===== src/working_set_window_counter_assert.svh =====
// Assertion macros used by the RTL file of the working-set window counter.
`ifndef WORKING_SET_WINDOW_COUNTER_ASSERT_SVH
`define WORKING_SET_WINDOW_COUNTER_ASSERT_SVH

// Same-cycle implication, disabled while reset is high.
`define WSWC_ASSERT_SAME(label, clk, rst, ante, cons, msg) \
   label: assert property (@(posedge clk) disable iff (rst) (ante) |-> (cons)) \
      else $error(msg);

// Next-cycle implication, disabled while reset is high.
`define WSWC_ASSERT_NEXT(label, clk, rst, ante, cons, msg) \
   label: assert property (@(posedge clk) disable iff (rst) (ante) |=> (cons)) \
      else $error(msg);

`endif


===== src/wswc_pkg.sv =====
`default_nettype none
package wswc_pkg;
   localparam int MAX_WINDOW_DEF = 64;
   localparam int ADDR_W         = 32;
   localparam int LEN_W          = 7;
   localparam int INDEX_W        = 32;
   localparam int TOTAL_W        = 48;
   localparam int DIV_STEPS      = 32;
   localparam int STEP_W         = 5;
   localparam int RSP_BITS       = INDEX_W + LEN_W + TOTAL_W;
   localparam int RSP_DATA_W     = ((RSP_BITS + 7) / 8) * 8;
   localparam int CSR_DATA_W     = 32;
   localparam int CSR_ADDR_W     = 3;

   // Register indexes on the configuration port.
   localparam logic REG_PAGE_BYTES    = 1'b0;
   localparam logic REG_WINDOW_LENGTH = 1'b1;

   localparam logic [31:0] PAGE_BYTES_RST    = 32'd4096;
   localparam logic [6:0]  WINDOW_LENGTH_RST = 7'd64;
endpackage
`default_nettype wire


===== src/wswc_ram.sv =====
`default_nettype none
module wswc_ram #(
   parameter int WIDTH = 32,
   parameter int DEPTH = 64,
   localparam int AW = (DEPTH > 1) ? $clog2(DEPTH) : 1
) (
   input  wire logic             clock,
   input  wire logic             wr_en,
   input  wire logic [AW-1:0]    wr_addr,
   input  wire logic [WIDTH-1:0] wr_data,
   input  wire logic [AW-1:0]    rd_addr,
   output logic      [WIDTH-1:0] rd_data
);
   logic [WIDTH-1:0] mem_ff [DEPTH];
   logic [WIDTH-1:0] rd_data_ff;

   always_ff @(posedge clock) begin
      if (wr_en) begin
         mem_ff[wr_addr] <= wr_data;
      end
      rd_data_ff <= mem_ff[rd_addr];
   end

   assign rd_data = rd_data_ff;
endmodule
`default_nettype wire


===== src/working_set_window_counter.sv =====
// Each request: accept, a bit-serial divide of the address by page_bytes, a search of the
//   held pages, a tally and, on a window close, a result.
// One request at a time; the bit-serial divider, the page store search and, at a window
//   close, back-pressure on rsp_tready set the rate.
// Reset (synchronous, active high): page_bytes 4096, window_length 64, left_ff at
//   eff_length, other counters and totals zero; page store contents are left as they are.
`default_nettype none
`include "working_set_window_counter_assert.svh"
module working_set_window_counter
   import wswc_pkg::*;
#(
   parameter int MAX_WINDOW = MAX_WINDOW_DEF
) (
   input  wire logic                  clock,
   input  wire logic                  reset,
   // req_tdata: access_address[31:0]
   input  wire logic                  req_tvalid,
   output logic                       req_tready,
   input  wire logic [ADDR_W-1:0]     req_tdata,
   // rsp_tdata: window_index[31:0], distinct_pages[38:32], running_total[86:39],
   //   zero[87]
   output logic                       rsp_tvalid,
   input  wire logic                  rsp_tready,
   output logic [RSP_DATA_W-1:0]      rsp_tdata,
   input  wire logic                  csr_psel,
   input  wire logic                  csr_penable,
   input  wire logic                  csr_pwrite,
   input  wire logic [CSR_ADDR_W-1:0] csr_paddr,
   input  wire logic [CSR_DATA_W-1:0] csr_pwdata,
   output logic [CSR_DATA_W-1:0]      csr_prdata,
   output logic                       csr_pready
);
   localparam int HELD_W = $clog2(MAX_WINDOW + 1);
   localparam int AW     = (MAX_WINDOW > 1) ? $clog2(MAX_WINDOW) : 1;

   typedef enum logic [4:0] {
      S_IDLE   = 5'b00001,
      S_DIVIDE = 5'b00010,
      S_SEARCH = 5'b00100,
      S_TALLY  = 5'b01000,
      S_EMIT   = 5'b10000
   } state_type;

   state_type           state_ff, state_in;
   logic [31:0]         page_bytes_ff, page_bytes_in;
   logic [LEN_W-1:0]    window_length_ff, window_length_in;
   logic [LEN_W-1:0]    left_ff, left_in;
   logic [HELD_W-1:0]   held_ff, held_in;
   logic [HELD_W-1:0]   idx_ff, idx_in;
   logic                cmp_valid_ff, cmp_valid_in;
   logic [STEP_W-1:0]   step_ff, step_in;
   logic [ADDR_W-1:0]   quot_ff, quot_in;
   logic [ADDR_W-1:0]   rem_ff, rem_in;
   logic [TOTAL_W-1:0]  total_ff, total_in;
   logic [INDEX_W-1:0]  windows_ff, windows_in;
   logic                rsp_valid_ff, rsp_valid_in;
   logic [RSP_DATA_W-1:0] rsp_data_ff, rsp_data_in;

   logic [ADDR_W-1:0]   divisor;
   logic [ADDR_W:0]     trial;
   logic [TOTAL_W:0]    sum_wide;
   logic [TOTAL_W-1:0]  total_next;
   logic [INDEX_W-1:0]  windows_next;
   logic [ADDR_W-1:0]   ram_rd_data;
   logic                ram_wr_en;
   logic                csr_write;
   logic                page_found;

   function automatic logic [LEN_W-1:0] eff_length(input logic [LEN_W-1:0] len);
      logic [LEN_W-1:0] res;
      if (len == '0) begin
         res = LEN_W'(1);
      end else if (32'(len) > MAX_WINDOW) begin
         res = LEN_W'(MAX_WINDOW);
      end else begin
         res = len;
      end
      return res;
   endfunction

   wswc_ram #(
      .WIDTH (ADDR_W),
      .DEPTH (MAX_WINDOW)
   ) u_page_store (
      .clock   (clock),
      .wr_en   (ram_wr_en),
      .wr_addr (held_ff[AW-1:0]),
      .wr_data (quot_ff),
      .rd_addr (idx_ff[AW-1:0]),
      .rd_data (ram_rd_data)
   );

   assign divisor    = (page_bytes_ff == '0) ? ADDR_W'(1) : page_bytes_ff;
   assign trial      = {rem_ff, quot_ff[ADDR_W-1]} - {1'b0, divisor};
   assign sum_wide   = {1'b0, total_ff} + (TOTAL_W + 1)'(held_ff);
   assign total_next = sum_wide[TOTAL_W] ? '1 : sum_wide[TOTAL_W-1:0];
   assign windows_next = (windows_ff == '1) ? windows_ff : windows_ff + INDEX_W'(1);
   assign csr_write  = csr_psel & csr_penable & csr_pwrite & csr_pready;
   assign page_found = cmp_valid_ff && (ram_rd_data == quot_ff);

   always_comb begin
      state_in         = state_ff;
      page_bytes_in    = page_bytes_ff;
      window_length_in = window_length_ff;
      left_in          = left_ff;
      held_in          = held_ff;
      idx_in           = idx_ff;
      cmp_valid_in     = 1'b0;
      step_in          = step_ff;
      quot_in          = quot_ff;
      rem_in           = rem_ff;
      total_in         = total_ff;
      windows_in       = windows_ff;
      rsp_valid_in     = rsp_valid_ff && !rsp_tready;
      rsp_data_in      = rsp_data_ff;
      ram_wr_en        = 1'b0;

      case (state_ff)
         S_IDLE: begin
            if (req_tvalid) begin
               quot_in  = req_tdata;
               rem_in   = '0;
               step_in  = '0;
               state_in = S_DIVIDE;
            end
         end
         S_DIVIDE: begin
            // one restoring-division bit per cycle
            if (!trial[ADDR_W]) begin
               rem_in  = trial[ADDR_W-1:0];
               quot_in = {quot_ff[ADDR_W-2:0], 1'b1};
            end else begin
               rem_in  = {rem_ff[ADDR_W-2:0], quot_ff[ADDR_W-1]};
               quot_in = {quot_ff[ADDR_W-2:0], 1'b0};
            end
            step_in = step_ff + STEP_W'(1);
            if (step_ff == STEP_W'(DIV_STEPS - 1)) begin
               idx_in   = '0;
               state_in = S_SEARCH;
            end
         end
         S_SEARCH: begin
            // issue one read a cycle, compare the entry read the cycle before
            if (page_found) begin
               state_in = S_TALLY;
            end else if (idx_ff < held_ff) begin
               idx_in       = idx_ff + HELD_W'(1);
               cmp_valid_in = 1'b1;
            end else if (!cmp_valid_ff) begin
               // not found: append unless the store is full
               if (held_ff < HELD_W'(MAX_WINDOW)) begin
                  ram_wr_en = 1'b1;
                  held_in   = held_ff + HELD_W'(1);
               end
               state_in = S_TALLY;
            end
         end
         S_TALLY: begin
            if (left_ff <= LEN_W'(1)) begin
               state_in = S_EMIT;
            end else begin
               left_in  = left_ff - LEN_W'(1);
               state_in = S_IDLE;
            end
         end
         S_EMIT: begin
            // hold until the output register is free
            if (!rsp_valid_ff || rsp_tready) begin
               total_in     = total_next;
               windows_in   = windows_next;
               rsp_valid_in = 1'b1;
               rsp_data_in  = RSP_DATA_W'({total_next, LEN_W'(held_ff), windows_next});
               held_in      = '0;
               left_in      = eff_length(window_length_ff);
               state_in     = S_IDLE;
            end
         end
         default: begin
            state_in = S_IDLE;
         end
      endcase

      if (csr_write) begin
         case (csr_paddr[2])
            REG_PAGE_BYTES: begin
               page_bytes_in = csr_pwdata;
            end
            REG_WINDOW_LENGTH: begin
               window_length_in = csr_pwdata[LEN_W-1:0];
               left_in          = eff_length(csr_pwdata[LEN_W-1:0]);
            end
            default: begin
               page_bytes_in = page_bytes_ff;
            end
         endcase
      end
   end

   always_ff @(posedge clock) begin
      if (reset) begin
         state_ff         <= S_IDLE;
         page_bytes_ff    <= PAGE_BYTES_RST;
         window_length_ff <= WINDOW_LENGTH_RST;
         left_ff          <= eff_length(WINDOW_LENGTH_RST);
         held_ff          <= '0;
         idx_ff           <= '0;
         cmp_valid_ff     <= 1'b0;
         step_ff          <= '0;
         total_ff         <= '0;
         windows_ff       <= '0;
         rsp_valid_ff     <= 1'b0;
      end else begin
         state_ff         <= state_in;
         page_bytes_ff    <= page_bytes_in;
         window_length_ff <= window_length_in;
         left_ff          <= left_in;
         held_ff          <= held_in;
         idx_ff           <= idx_in;
         cmp_valid_ff     <= cmp_valid_in;
         step_ff          <= step_in;
         total_ff         <= total_in;
         windows_ff       <= windows_in;
         rsp_valid_ff     <= rsp_valid_in;
      end
      quot_ff     <= quot_in;
      rem_ff      <= rem_in;
      rsp_data_ff <= rsp_data_in;
   end

   assign req_tready = (state_ff == S_IDLE);
   assign rsp_tvalid = rsp_valid_ff;
   assign rsp_tdata  = rsp_data_ff;
   assign csr_pready = 1'b1;
   assign csr_prdata = (csr_paddr[2] == REG_WINDOW_LENGTH) ?
                       CSR_DATA_W'(window_length_ff) : page_bytes_ff;

   `WSWC_ASSERT_NEXT(a_accept_divides, clock, reset, req_tvalid && req_tready,
      state_ff == S_DIVIDE, "accepted request did not start the divider")
   `WSWC_ASSERT_SAME(a_held_bound, clock, reset, 1'b1,
      held_ff <= HELD_W'(MAX_WINDOW), "page count exceeds store depth")
   `WSWC_ASSERT_SAME(a_left_nonzero, clock, reset, 1'b1,
      left_ff != '0, "window access counter reached zero")
   `WSWC_ASSERT_NEXT(a_emit_clears, clock, reset,
      (state_ff == S_EMIT) && (!rsp_valid_ff || rsp_tready),
      rsp_valid_ff && (held_ff == '0), "window close did not post result and clear")
endmodule
`default_nettype wire

===== config.mk =====
export PLATFORM = sky130hd
export DESIGN_NAME = working_set_window_counter
export DESIGN_NICKNAME = d
export VERILOG_FILES = /design/src/wswc_pkg.sv /design/src/wswc_ram.sv /design/src/working_set_window_counter.sv
export VERILOG_INCLUDE_DIRS = /design/src /design/src/src
export SDC_FILE = /design/constraint.sdc
export NUM_CORES = 2
export LEC_CHECK = 0
export ABC_CLOCK_PERIOD_IN_PS = 7000
export BUFFER_PORTS_ARGS = -buffer_cell sky130_fd_sc_hd__buf_2
export CAP_MARGIN = 0
export CORE_ASPECT_RATIO = 0.75
export CORE_MARGIN = 4
export CORE_UTILIZATION = 30
export DETAILED_ROUTE_END_ITERATION = 7
export PLACE_DENSITY_LB_ADDON = 0.12
export SYNTH_ARGS = -nofsm -noshare
export SYNTH_HDL_FRONTEND = slang
export SYNTH_HIERARCHICAL = 1
export SYNTH_SLANG_ARGS = --single-unit

===== constraint.sdc =====
create_clock -name clock -period 7 [get_ports clock]
set_clock_uncertainty 0.05 [all_clocks]
set_input_delay 1.4 -clock clock [delete_from_list [all_inputs] [get_ports clock]]
set_output_delay 1.4 -clock clock [all_outputs]
set_load 0.05 [all_outputs]

# --- Word-level counts from Yosys, hierarchy flattened ---
# Memory sizes are Yosys's and may differ from the RTL's. A register that Yosys moved wholly into a read port is not among the register bits.
# Index checks and enable logic that the tools add are counted.
word_totals:
  regBits: 303
  mem_bits_rw: 2048
  in_bits: 74
  output_inout_bits: 123
  word_cells: 117
  mem_count: 1
mem_list:
  columns: ["name", "words", "word_bits", "read_ports", "rd_clocked_by_memory_dff", "write_ports", "line", "rtl"]
  rows:
  - ["u_page_store.mem_ff", 64, 32, 1, 1, 1, "wswc_ram.sv:14", "logic [WIDTH-1:0] mem_ff [DEPTH];"]
op_classes:
  n_addsub: 7
  magnitude_cmp: 5
  eq_ne: 18
  mux: 49
  bitwise: 4
  n_reduce_logical: 19
op_table:
  columns: ["operator", "count"]
  rows:
  - ["$mux 32", 6]
  - ["$pmux 32 s2", 2]
  - ["$mux 7", 16]
  - ["$add 48x7->49", 1]
  - ["$mux 48", 1]
  - ["$pmux 7 s2", 3]
  - ["$mux 5", 8]
  - ["$sub 33x32->33", 1]
  - ["$add 32x1->32 const B", 1]
  - ["$eq 32x32->1", 1]
  - ["$eq 32x32->1 const B", 1]
  - ["$logic_not 32->1", 1]
  - ["$pmux 5 s5", 1]
  - ["$ne 2x2->1 const B", 8]
  - ["$add 7x1->7 const B", 2]
  - ["$gt 7x7->1 const B", 2]
  - ["$logic_not 7->1", 2]
  - ["$mux 1", 11]
  - ["$eq 5x5->1 const B", 2]
  - ["$pmux 5 s2", 1]
  - ["$reduce_and 2->1", 4]
  - ["$le 7x1->1 const B", 1]
  - ["$lt 7x7->1", 1]
  - ["$lt 7x7->1 const B", 1]
  - ["other kinds (17)", 24]

# --- Logic depth before layout (Yosys ltp) ---
logic_depth:
  ltp_word: 8
  ltp_mapped: 16
  mapped_depth_nobuf: 14

# --- By module ---
# Netlist, hierarchy kept.
modules_own_cells:
  columns: ["mod", "n_inst", "cells_each", "area_per_inst_um2", "seq_area_each_um2"]
  rows:
  - ["wswc_ram", 1, 3324, 78515.3, 62139.6]
  - ["working_set_window_counter", 1, 1828, 16331.9, 7577.3]

# --- Worst setup path after synthesis ---
# Ideal clock, no wire load.
synth_timing:
  path_type: "input -> register"
  startpoint: "input port rsp_tready"
  endpoint: "register rsp_data_ff[0], in the netlist rsp_tdata[0], enable pin"
  setup_ns: 0.485
  arrival_ns: 4.566
  required_ns: 6.465
  path_slack_ns: 1.899
  path_stages: 5
  path_buffers: 2
  path_cell_list: "nand2b_1 nand2b_1 inv_1 clkbuf_1 clkbuf_1"
synth_between:
  elab_chain_cells: 2
synth_rtl:
  columns: ["element", "line", "rtl"]
  rows:
  - ["start: declaration", "working_set_window_counter.sv:23", "input wire logic rsp_tready,"]
  - ["$logic_or 1x1->1", "working_set_window_counter.sv:168", "if (!rsp_valid_ff || rsp_tready) begin"]
  - ["$reduce_and 2->1 (no line)", null, null]
  - ["end signal: assignment", "working_set_window_counter.sv:227", "rsp_data_ff <= rsp_data_in;"]
  - ["end: declaration", "working_set_window_counter.sv:57", "logic [RSP_DATA_W-1:0] rsp_data_ff, rsp_data_in;"]
# Every way passes these cells.
# A chain may end at the register's enable or synchronous reset.

# --- Worst setup path after layout ---
layout_timing:
  startpoint: "register page_bytes_ff[1]"
  endpoint: "register rem_ff[5], data pin"
layout_between:
  elab_chain_cells: 5
layout_rtl:
  columns: ["element", "line", "rtl"]
  rows:
  - ["start: declaration", "working_set_window_counter.sv:45", "logic [31:0] page_bytes_ff, page_bytes_in;"]
  - ["start signal: assignment", "working_set_window_counter.sv:214", "page_bytes_ff <= page_bytes_in;"]
  - ["$logic_not 32->1", "working_set_window_counter.sv:93", "assign divisor = (page_bytes_ff == '0) ? ADDR_W'(1) : page_bytes_ff;"]
  - ["$mux 32 *", "working_set_window_counter.sv:93", null]
  - ["$sub 33x32->33 *", "working_set_window_counter.sv:94", "assign trial = {rem_ff, quot_ff[ADDR_W-1]} - {1'b0, divisor};"]
  - ["$mux 32 *", "working_set_window_counter.sv:129", "if (!trial[ADDR_W]) begin"]
  - ["$pmux 32 s2 *", "working_set_window_counter.sv:118", "case (state_ff)"]
  - ["end signal: assignment", "working_set_window_counter.sv:226", "rem_ff <= rem_in;"]
  - ["end: declaration", "working_set_window_counter.sv:53", "logic [ADDR_W-1:0] rem_ff, rem_in;"]
# Every way passes the cells marked *; elsewhere a longest branch is shown, timed or not.

==> results.sh <==
export IMPL_slew_headroom_pct=14.9
export IMPL_max_freq_ghz=0.197
export IMPL_post_cts_resized=0
export IMPL_grt_remaining_overflow=0
export IMPL_post_dp_hpwl_um=167000
export IMPL_reg2reg_slack_ps=1930
export IMPL_cts_buffer_depth=4
export IMPL_hold_viol_final=0
export IMPL_area_growth_pct=15.2
export IMPL_tritoncts="built"
export IMPL_finalMaxSlewViolations=0
export IMPL_dieArea_um2=325000
export IMPL_setup_viol=0
export IMPL_grt_setup_unrepaired="no"
export IMPL_synth_most_common_cell="edfxtp_1"
export IMPL_synth_edf_count=2199
export IMPL_place_congestion=0.825
export IMPL_r2r_cells=15
export IMPL_core_area_um2=314000
export IMPL_grt_total_usage_pct=17.0
export IMPL_path_buf_inv=1
export IMPL_ys_async_sr_fraction_pct=0
export IMPL_antenna_found_initial=18
export IMPL_fin_nets=5609
export IMPL_critical_path_cell_count=15
export IMPL_row_count=178
export IMPL_cap_viol_max_count=0
export IMPL_yosys_warnings=6
export IMPL_numClockSinks=2383
export IMPL_slowest_delay_ps=690
export IMPL_syn_area_per_cell_um2=18.4
export IMPL_initial_utilization_pct=30.2
export IMPL_grt_pass1_vias=50100
export IMPL_finalCritPeriodShare_pct=72.4
export IMPL_cts_made_buffers=241
export IMPL_grt_max_degree=99
export IMPL_crit_type="reg2reg"
export IMPL_synthTopCellsByArea="edfxtp_1 (70%), mux4_2 (13%), dfxtp_1 (3.9%)"
export IMPL_worst_pin_slew_ps=1280
export IMPL_tns_ps=0
export IMPL_drive_gt1_share_pct=23.5
export IMPL_arrival_ps=5620
export IMPL_busiest_layer="met1"
export IMPL_synth_ff_type="edfxtp_1"
export IMPL_critPathLaunchType="flip-flop"
export IMPL_worstSkewPairLatency_ps=920
export IMPL_io_pins=197
export IMPL_min_period_ps=5070
export IMPL_use_met2_pct=24.0
export IMPL_cts_htree_levels=4
export IMPL_grt_pass1_wl_um=395000
export IMPL_synth_seq_area_share_pct=73.5
export IMPL_crit_path_max_fanout=20
export IMPL_yosys_top_cells_count="edfxtp_1 (2199), mux4_2 (544), nand2_1 (389), nor2_1 (300), a21oi_1 (196)"
export IMPL_portBuffers=192
export IMPL_drt_wl_total_um=284000
export IMPL_synthCells=5152
export IMPL_crit_chain="nor4_1 > nand4_1 > o21bai_1 > ha_1 > fa_1 > nand2b_1 > a21o_1 > a31o_2 > o21ai_1 > a311oi_1 > o31a_1 > o21ai_1 > a211oi_4 > buf_4 > mux2i_1"
export IMPL_dr_pass1_iters=5
export IMPL_ant_nets=0
export IMPL_ys_ff_latch=2383
export IMPL_avgViaCountPerCell=5.08
export IMPL_ctsHoldBuffers=0
export IMPL_p_per_area_nw_per_um2=273
export IMPL_drt_iter0_markers=4836
export IMPL_chipWidth_um=657
export IMPL_vdd_drop_max_mv=0.201
export IMPL_whs_path_depth=2
export IMPL_fin_hold_ws_ps=420
export IMPL_path_clk_slew_ps=60
export IMPL_min_path_type="reg2reg"
export IMPL_crit_family="compound AO/OA/AOI/OAI gates"
export IMPL_required_ps=7560
export IMPL_cpMaxStageDelayCell="a211oi_4"
export IMPL_yosysTopAreaCell="edfxtp_1"
export IMPL_p_leak_uw=0.0335
export IMPL_syn_area_um2=94800
export IMPL_wl_per_cell_um=28.6
export IMPL_synth_nets=5280
export IMPL_synth_top_area_share_pct=69.6
export IMPL_status="finished, final reports clean"
export IMPL_dieHeight_um=495
export IMPL_vias=50400
export IMPL_root_buffer="clkbuf_16"
export IMPL_post_cts_buffers=0
export IMPL_crit_path_end_kind="flip-flop"
export IMPL_drc=0
export IMPL_yosysUniqueCellTypes=78
export IMPL_met3_usage_pct=2.70
export IMPL_cp_common_cell="o21ai_1"
export IMPL_use_met1_pct=27.0
## power by group
| group | total [uW] | internal (uW) | switching (uW) |
|---|---|---|---|
| Combinational | 1220 | 244 | 972 |
| Sequential | 15900 | 15900 | 42.7 |
| Clock | 12700 | 7140 | 5540 |
| Total | 29800 | 23300 | 6560 |
## worst register-to-register path, stage by stage, from the launching register on
cell and delay, ps:
dfxtp_1 410, nor4_1 320, nand4_1 220, o21bai_1 260, ha_1 220, fa_1 180
nand2b_1 160, a21o_1 180, a31o_2 200, o21ai_1 110, a311oi_1 620, o31a_1 290
o21ai_1 230, a211oi_4 690, buf_4 490, mux2i_1 160
## path summary, 6_finish.rpt
check                                     start                  endpoint
setup reg to reg  page_bytes_ff[1]$_SDFFE_PP0P_   rem_ff[5]$_SDFFCE_PN0P_
setup / recovery  page_bytes_ff[1]$_SDFFE_PP0P_   rem_ff[5]$_SDFFCE_PN0P_
hold reg to reg        total_ff[3]$_SDFFE_PP0P_  total_ff[3]$_SDFFE_PP0P_
hold / removal         total_ff[3]$_SDFFE_PP0P_  total_ff[3]$_SDFFE_PP0P_
## state kept, by name, summed over array words and instances, names as in the netlist, 32 cells and up
register / cells
page_bytes_ff: 32
rsp_tdata: 87
u_page_store/rd_data: 32
total_ff: 48
quot_ff: 32
u_page_store/mem_ff: 2048
windows_ff: 32
rem_ff: 32
## placed cells by master (no fill, tap or decap), drive strengths merged, types with 89 or more instances in the layout
master,count
dfxtp,184
clkinv,89
nor2,300
edfxtp,2199
mux2i,124
nand2,389
a21oi,196
mux4,544
buf,355
clkbuf,315
## per-layer routing
| metal | vias to the layer above | part of all wire [%] |
|---|---|---|
| met3 | 354 | 6.3 |
| met4 | 0 | 2.5 |
| met1 | 27300 | 49 |
| met5 | - | 0 |
| met2 | 1407 | 42 |
| li1 | 21400 | - |
## per-stage QoR
stage	area [um^2]	instances	worst slack, ps	power [uW]	util [%]
detailed placement	102000	9468	1850	17500	32.4
global route	109000	9909	1460	31000	34.8
floorplan	94800	5152	1900	16900	-
CTS	109000	9908	1830	30300	34.8
finish	109000	9916	1930	29800	34.8
global placement	102000	9468	1920	17500	32.4
## layout make-up
type / instances / area, um^2
Clock buffer: 315 / 6360
Tap cell: 4230 / 5290
Multi-Input combinational cell: 2426 / 24100
Sequential cell: 2383 / 69700
Inverter: 74 / 283
Fill cell: 29500 / 205000
Clock inverter: 125 / 1190
Antenna cell: 8 / 20.0
Timing Repair Buffer: 355 / 2290
## kinds of logic after synthesis
kind of cell	count (synthesis)	synth area share (%)
buf+inv	343	1.61
other cells	2	0.00792
fa+ha+maj	54	0.728
compound gates	535	3.64
xor+xnor	159	1.47
mux	672	14.3
flops	2383	73.5
simple gates	1004	4.77
(Power assumes the default switching activity.)
